**src/hdl/sstl_pkg.sv**
```systemverilog
package sstl_pkg;

    localparam int MAX_POINTS_DEF = 64;
    localparam int VALUE_BITS_DEF = 32;

    localparam int FIELD_W  = 32;
    localparam int FUNC_W   = 2;
    localparam int STATUS_W = 3;
    localparam int HELD_W   = 7;

    localparam int DIV_STEP = 4;
    localparam int DIVISOR  = 10;
    localparam int REM_W    = 4;

    localparam logic [FUNC_W-1:0] FUNC_LOAD  = 2'd0;
    localparam logic [FUNC_W-1:0] FUNC_RUN   = 2'd1;
    localparam logic [FUNC_W-1:0] FUNC_QUERY = 2'd2;

    localparam logic [STATUS_W-1:0] ST_OK    = 3'd0;
    localparam logic [STATUS_W-1:0] ST_BELOW = 3'd1;
    localparam logic [STATUS_W-1:0] ST_ABOVE = 3'd2;
    localparam logic [STATUS_W-1:0] ST_FEW   = 3'd3;
    localparam logic [STATUS_W-1:0] ST_FULL  = 3'd4;

    typedef struct packed {
        logic                capture;
        logic                ins_init;
        logic                ins_read;
        logic                ins_shift;
        logic                ins_place;
        logic                div_start;
        logic                div_sel;
        logic                div_take_first;
        logic                div_take_last;
        logic                srch_init;
        logic                srch_read;
        logic                srch_step;
        logic                y_read;
        logic                run_clear;
        logic                set_res;
        logic                res_hit;
        logic [STATUS_W-1:0] res_status;
        logic                emit;
    } sstl_cmd_t;

    typedef struct packed {
        logic [FUNC_W-1:0] func;
        logic              full;
        logic              few;
        logic              below;
        logic              above;
        logic              pos_zero;
        logic              rd_gt;
        logic              srch_done;
        logic              div_done;
        logic              out_free;
    } sstl_sts_t;

endpackage

```
**src/hdl/sstl_ctrl.sv**
```systemverilog
module sstl_ctrl (
    input  logic                clk,
    input  logic                rst_n,
    input  logic                in_valid,
    output logic                in_stall,
    input  sstl_pkg::sstl_sts_t sts,
    output sstl_pkg::sstl_cmd_t cmd
);
    import sstl_pkg::*;

    typedef enum logic [3:0] {
        IDLE,
        DECODE,
        INS_TEST,
        INS_CMP,
        BOUNDS,
        DIV_FIRST,
        DIV_LAST,
        SRCH_TEST,
        SRCH_CMP,
        Y_WAIT,
        EMIT
    } state_t;

    state_t state_reg;
    state_t state_next;

    always_comb
    begin
        cmd        = '0;
        state_next = state_reg;
        unique case (state_reg)
            IDLE:
            begin
                if (in_valid)
                begin
                    cmd.capture = 1'b1;
                    state_next  = DECODE;
                end
            end
            DECODE:
            begin
                unique case (sts.func)
                    FUNC_LOAD:
                    begin
                        if (sts.full)
                        begin
                            cmd.set_res    = 1'b1;
                            cmd.res_status = ST_FULL;
                            state_next     = EMIT;
                        end
                        else
                        begin
                            cmd.ins_init = 1'b1;
                            state_next   = INS_TEST;
                        end
                    end
                    FUNC_RUN:
                    begin
                        cmd.run_clear  = 1'b1;
                        cmd.set_res    = 1'b1;
                        cmd.res_status = ST_OK;
                        state_next     = EMIT;
                    end
                    FUNC_QUERY:
                    begin
                        if (sts.few)
                        begin
                            cmd.set_res    = 1'b1;
                            cmd.res_status = ST_FEW;
                            state_next     = EMIT;
                        end
                        else if (sts.below)
                        begin
                            cmd.set_res    = 1'b1;
                            cmd.res_status = ST_BELOW;
                            state_next     = EMIT;
                        end
                        else if (sts.above)
                        begin
                            cmd.set_res    = 1'b1;
                            cmd.res_status = ST_ABOVE;
                            state_next     = EMIT;
                        end
                        else
                        begin
                            cmd.srch_init = 1'b1;
                            state_next    = SRCH_TEST;
                        end
                    end
                    default:
                    begin
                        cmd.set_res    = 1'b1;
                        cmd.res_status = ST_OK;
                        state_next     = EMIT;
                    end
                endcase
            end
            INS_TEST:
            begin
                if (sts.pos_zero)
                begin
                    cmd.ins_place = 1'b1;
                    state_next    = BOUNDS;
                end
                else
                begin
                    cmd.ins_read = 1'b1;
                    state_next   = INS_CMP;
                end
            end
            INS_CMP:
            begin
                if (sts.rd_gt)
                begin
                    cmd.ins_shift = 1'b1;
                    state_next    = INS_TEST;
                end
                else
                begin
                    cmd.ins_place = 1'b1;
                    state_next    = BOUNDS;
                end
            end
            BOUNDS:
            begin
                if (sts.few)
                begin
                    cmd.set_res    = 1'b1;
                    cmd.res_status = ST_OK;
                    state_next     = EMIT;
                end
                else
                begin
                    cmd.div_start = 1'b1;
                    state_next    = DIV_FIRST;
                end
            end
            DIV_FIRST:
            begin
                if (sts.div_done)
                begin
                    cmd.div_take_first = 1'b1;
                    cmd.div_start      = 1'b1;
                    cmd.div_sel        = 1'b1;
                    state_next         = DIV_LAST;
                end
            end
            DIV_LAST:
            begin
                if (sts.div_done)
                begin
                    cmd.div_take_last = 1'b1;
                    cmd.set_res       = 1'b1;
                    cmd.res_status    = ST_OK;
                    state_next        = EMIT;
                end
            end
            SRCH_TEST:
            begin
                if (sts.srch_done)
                begin
                    cmd.y_read = 1'b1;
                    state_next = Y_WAIT;
                end
                else
                begin
                    cmd.srch_read = 1'b1;
                    state_next    = SRCH_CMP;
                end
            end
            SRCH_CMP:
            begin
                cmd.srch_step = 1'b1;
                state_next    = SRCH_TEST;
            end
            Y_WAIT:
            begin
                cmd.set_res    = 1'b1;
                cmd.res_hit    = 1'b1;
                cmd.res_status = ST_OK;
                state_next     = EMIT;
            end
            EMIT:
            begin
                if (sts.out_free)
                begin
                    cmd.emit   = 1'b1;
                    state_next = IDLE;
                end
            end
            default:
            begin
                state_next = IDLE;
            end
        endcase
    end

    always_ff @(posedge clk or negedge rst_n)
    begin
        if (!rst_n)
        begin
            state_reg <= IDLE;
        end
        else
        begin
            state_reg <= state_next;
        end
    end

    assign in_stall = (state_reg != IDLE);

endmodule

```
**config.mk**
```make
export PLATFORM = sky130hd
export DESIGN_NAME = sstl_ctrl
export DESIGN_NICKNAME = d
export VERILOG_FILES = /design/src/hdl/sstl_pkg.sv /design/src/hdl/sstl_ctrl.sv
export SDC_FILE = /design/constraint.sdc
export NUM_CORES = 1
export LEC_CHECK = 0
export BUFFER_PORTS_ARGS = -buffer_cell sky130_fd_sc_hd__clkbuf_2
export CAP_MARGIN = 20
export CORE_MARGIN = 1.5
export CORE_UTILIZATION = 39
export DETAILED_ROUTE_END_ITERATION = 7
export PLACE_DENSITY = 0.74
export SETUP_SLACK_MARGIN = 0.3
export SKIP_CTS_REPAIR_TIMING = 1
export SYNTH_ARGS = -nofsm -noshare
export SYNTH_HDL_FRONTEND = slang
export SYNTH_SLANG_ARGS = --single-unit
```
**constraint.sdc**
```tcl
create_clock -name clk -period 1.54 [get_ports clk]
set_input_delay 0.231 -clock clk [delete_from_list [all_inputs] [get_ports clk]]
set_output_delay 0.231 -clock clk [all_outputs]
set_load 0.1 [all_outputs]
```
==> impl_metrics.tcl, run 1 <==
set metrics [dict create \
    synthFlopType "dfrtp_1" \
    syn-instance-count 96 \
    io_pins 35 \
    syn-cell-area_sq_um 638 \
    synth_top_area_frac 0.157 \
    avgSynthCellArea_sq_um 6.65 \
    yosysWarnings 0 \
    error "[ERROR DPL-0033] detailed placement checks failed during check placement." \
    yosysSeqAreaShare 0.157 \
    portBuffers 34 \
    placementRows 14 \
    start_util 0.419 \
    place_congestion 0.871 \
    dp_hpwl_um 2960 \
    synth_nets 110 \
    ys_types 33 \
    synth_edf_count 0 \
    synth_top_cell_by_area "dfrtp_1" \
    ys_top_cells_by_area "dfrtp_1 16%, nor3_1 7.1%, nor2_1 7.1%" \
    stop_stage "detailed placement" \
    die_height_um 43.5 \
    status "did not finish" \
    die_x_um 43.5 \
    synth_seq_cells 4 \
    synthArstFlopShare 1.00 \
]
## logic make-up after synthesis
| kind of cell | count (synthesis) | synth area share |
|---|---|---|
| and+or+nand+nor | 55 | 0.473 |
| AOI/OAI and AO/OA | 21 | 0.237 |
| buffers and inverters | 13 | 0.0882 |
| DFF | 4 | 0.157 |
| muxes | 2 | 0.0314 |
| xor gates and xnor gates | 1 | 0.0137 |
## synth_stat cells (2+ instances only)
master     n
and3_1     3
nand2_1    7
nor2_1    12
nand2b_1   3
inv_1      4
or3_1      2
a211oi_1   2
nor3b_1    2
buf_2      3
nor3_1     9
nor4_1     5
clkbuf_1   4
dfrtp_1    4
o21ai_0    8
or2b_1     2
a21oi_1    3
nor2b_1    6
mux2i_1    2
## metrics by stage
stage | hold WS (ns) | worst slack, ns | cell area, sq um
after global placement | 0.0335 | -0.238 | 1510
after floorplan | -0.0646 | -0.795 | 950
==> inputs of run 2 (changes only) <==
CORE_AREA = 2 2 63 65   (was not set)
CORE_MARGIN = not set   (was 1.5)
CORE_UTILIZATION = not set   (was 39)
DIE_AREA = 0 0 65 67   (was not set)
PLACE_DENSITY = not set   (was 0.74)
PLACE_DENSITY_LB_ADDON = 0.15   (was not set)
SETUP_SLACK_MARGIN = not set   (was 0.3)
clock period = 2 ns   (was 1.54 ns; I/O delays follow)
==> run 2 against run 1 <==
Synthesized area stayed put; synthesized cell count stayed put; the flow now finishes, with violations (setup timing).
==> impl_metrics.tcl, run 2 <==
set metrics [dict create \
    grt_max_degree 22 \
    placed_cell_area_sq_um 1400 \
    final_area_sq_um 1480 \
    synthFlopType "dfrtp_1" \
    reg2reg_to "state_reg[0]" \
    grt.total_usage 0.115 \
    synthArstFlopShare 1.00 \
    start_util 0.177 \
    clk-insertion-delay-late_ns 0.22 \
    antenna_found_initial 0 \
    synthAdderAreaFrac 0 \
    drc 0 \
    largest_register_ffs 4 \
    p_leak_nw 0.594 \
    worstPathRequired_ns 1.70 \
    synth_edf_count 0 \
    crit_start "state_reg[3]" \
    first_global_vias 889 \
    ant_nets 0 \
    avgSynthCellArea_sq_um 6.65 \
    finalHoldViolations 0 \
    synthSimpleGateAreaFrac 0.473 \
    area_delta_synth_final_pct 132 \
    pwr_density_cell_nw_per_um2 1460 \
    final_cell_mix "21 x buf_12, 13 x clkbuf_2, 9 x buf_4, 8 x o21ai_0, 6 x nor2_1" \
    tightest_slew_ns 0.413 \
    cts_tree "yes" \
    path_clk_slew_ns 0.03 \
    placementRows 22 \
    worstSetupStartpointType "flip-flop" \
    avgRoutedWirePerCell_um 12.3 \
    synth_most_common_cell "nor2_1" \
    regToRegSetupSlack_ns 0.22 \
    nets 152 \
    met3_usage 0.0118 \
    synth_top_family_by_area "simple AND/OR/NAND/NOR gates" \
    synth.area.mux_share 0.0314 \
    max_clock_freq_mhz 469 \
    drtIter0Drc 11 \
    ys_top_cells_by_area "dfrtp_1 16%, nor3_1 7.1%, nor2_1 7.1%" \
    status "finished, violations left" \
    grt_use_met2 0.209 \
    worstPathArrival_ns 1.83 \
    ff2ff_path_depth 5 \
    critPathCaptureType "output port" \
    totalWireLength_um 2270 \
    diodes 0 \
    path_class "reg -> out" \
    fin_crit_ns 2.13 \
    yosysSeqAreaShare 0.157 \
    cap_viol_max_count 0 \
    synth_nets 110 \
    slew_headroom 0.723 \
    hp-class "in -> reg" \
    failed_checks "setup timing" \
    io_pins 35 \
    whs_ns 0.306 \
    vias 845 \
    final_common_cell "buf_12" \
    detail_route.vias_per_cell 4.59 \
    die_x_um 65 \
    p_total_mw 2.15 \
    cts_sinks 4 \
    syn-cell-area_sq_um 638 \
    place_congestion 0.765 \
    synth_xor_area_frac 0.0137 \
    finalMaxSlewViolations 0 \
    coreArea_sq_um 3610 \
    dp_hpwl_um 1870 \
    die-area_sq_um 4360 \
    r2r-start "state_reg[1]" \
    path_max_fanout 6 \
    rsz0062_at_grt "yes" \
    ir_worst_vdd_uv 1020 \
    setup_ws_ns -0.130 \
    grtUsageMet1 0.137 \
    layout-drive-gt1-share 0.529 \
    period_share 1.07 \
    synth_top_area_frac 0.157 \
    synth-compound-area-share 0.237 \
    syn-instance-count 96 \
    portBuffers 34 \
    endpoint "cmd[5]" \
    synth.top_cells.by_count "12 x nor2_1, 9 x nor3_1, 8 x o21ai_0, 7 x nand2_1, 6 x nor2b_1" \
    die_height_um 67 \
    numCtsBuffers 3 \
    grt_overflow_total 0 \
    cts_max_level 1 \
    ys_types 33 \
    grt_pass1_wl_um 3930 \
    skew_ns 0.00169 \
    synth_seq_cells 4 \
    yosysWarnings 0 \
    top_usage_layer "met2" \
    root_buffer "clkbuf_8" \
    clockBufferDepth 2 \
    synth_top_cell_by_area "dfrtp_1" \
    firstDrtPassIters 3 \
    setup_viol 4 \
]
-- run 2: cell counts after synthesis --
Identical to the previous run, type by type.
-- run 2: logic make-up after synthesis --
family | after synthesis
AOI/OAI and AO/OA | 21
buffers and inverters | 13
xor gates and xnor gates | 1
DFF | 4
muxes | 2
and+or+nand+nor | 55
-- run 2: worst min path at each step --
stage / slack, ns / start / cells past startpoint / end
3_3_place_gp: 0.11 / rst_n / 1 / state_reg[2]
6_report: 0.31 / sts[0] / 2 / state_reg[3]
5_1_grt: 0.32 / sts[0] / 2 / state_reg[3]
3_5_place_dp: 0.11 / rst_n / 1 / state_reg[0]
2_1_floorplan: 0.004 / rst_n / 0 / state_reg[0]
4_1_cts: -0.12 / rst_n / 1 / state_reg[1]
-- run 2: area by class of cell --
type,count,area [sq um]
Inverter,4,15.0
Timing Repair Buffer,46,589
Clock buffer,3,41.3
Fill cell,367,2130
Tap cell,48,60.1
Multi-Input combinational cell,79,673
Sequential cell,4,100
-- run 2: routing by layer --
metal | part of all wire | vias to the layer above
li1 | - | 431
met1 | 0.43 | 383
met2 | 0.51 | 28
met3 | 0.048 | 3
met4 | 0.012 | 0
met5 | 0 | -
-- run 2: where the power goes --
part	leakage (nW)	internal (mW)	switching [mW]
clock	0.0216	0.128	0.0420
sequential	0.0503	0.120	0.0191
combinational	0.522	0.670	1.17
-- run 2: stage by stage --
step           setup slack, ns   util  instances  TNS (ns)
2_1_floorplan           -0.405      -         96     -2.04
3_3_place_gp             0.120  0.388        179         0
3_5_place_dp            0.0965  0.388        179         0
4_1_cts                 -0.137  0.399        182    -0.536
5_1_grt                 -0.181  0.410        184    -0.686
6_report                -0.130  0.410        184    -0.369
-- run 2: critical path, stage by stage (launching register included) --
cell      delay [ns]
dfrtp_1         0.36
or4b_4          0.54
buf_8           0.16
a211oi_2        0.22
or3_4           0.17
buf_12          0.16
No activity file was read; power rests on OpenSTA's default activity.
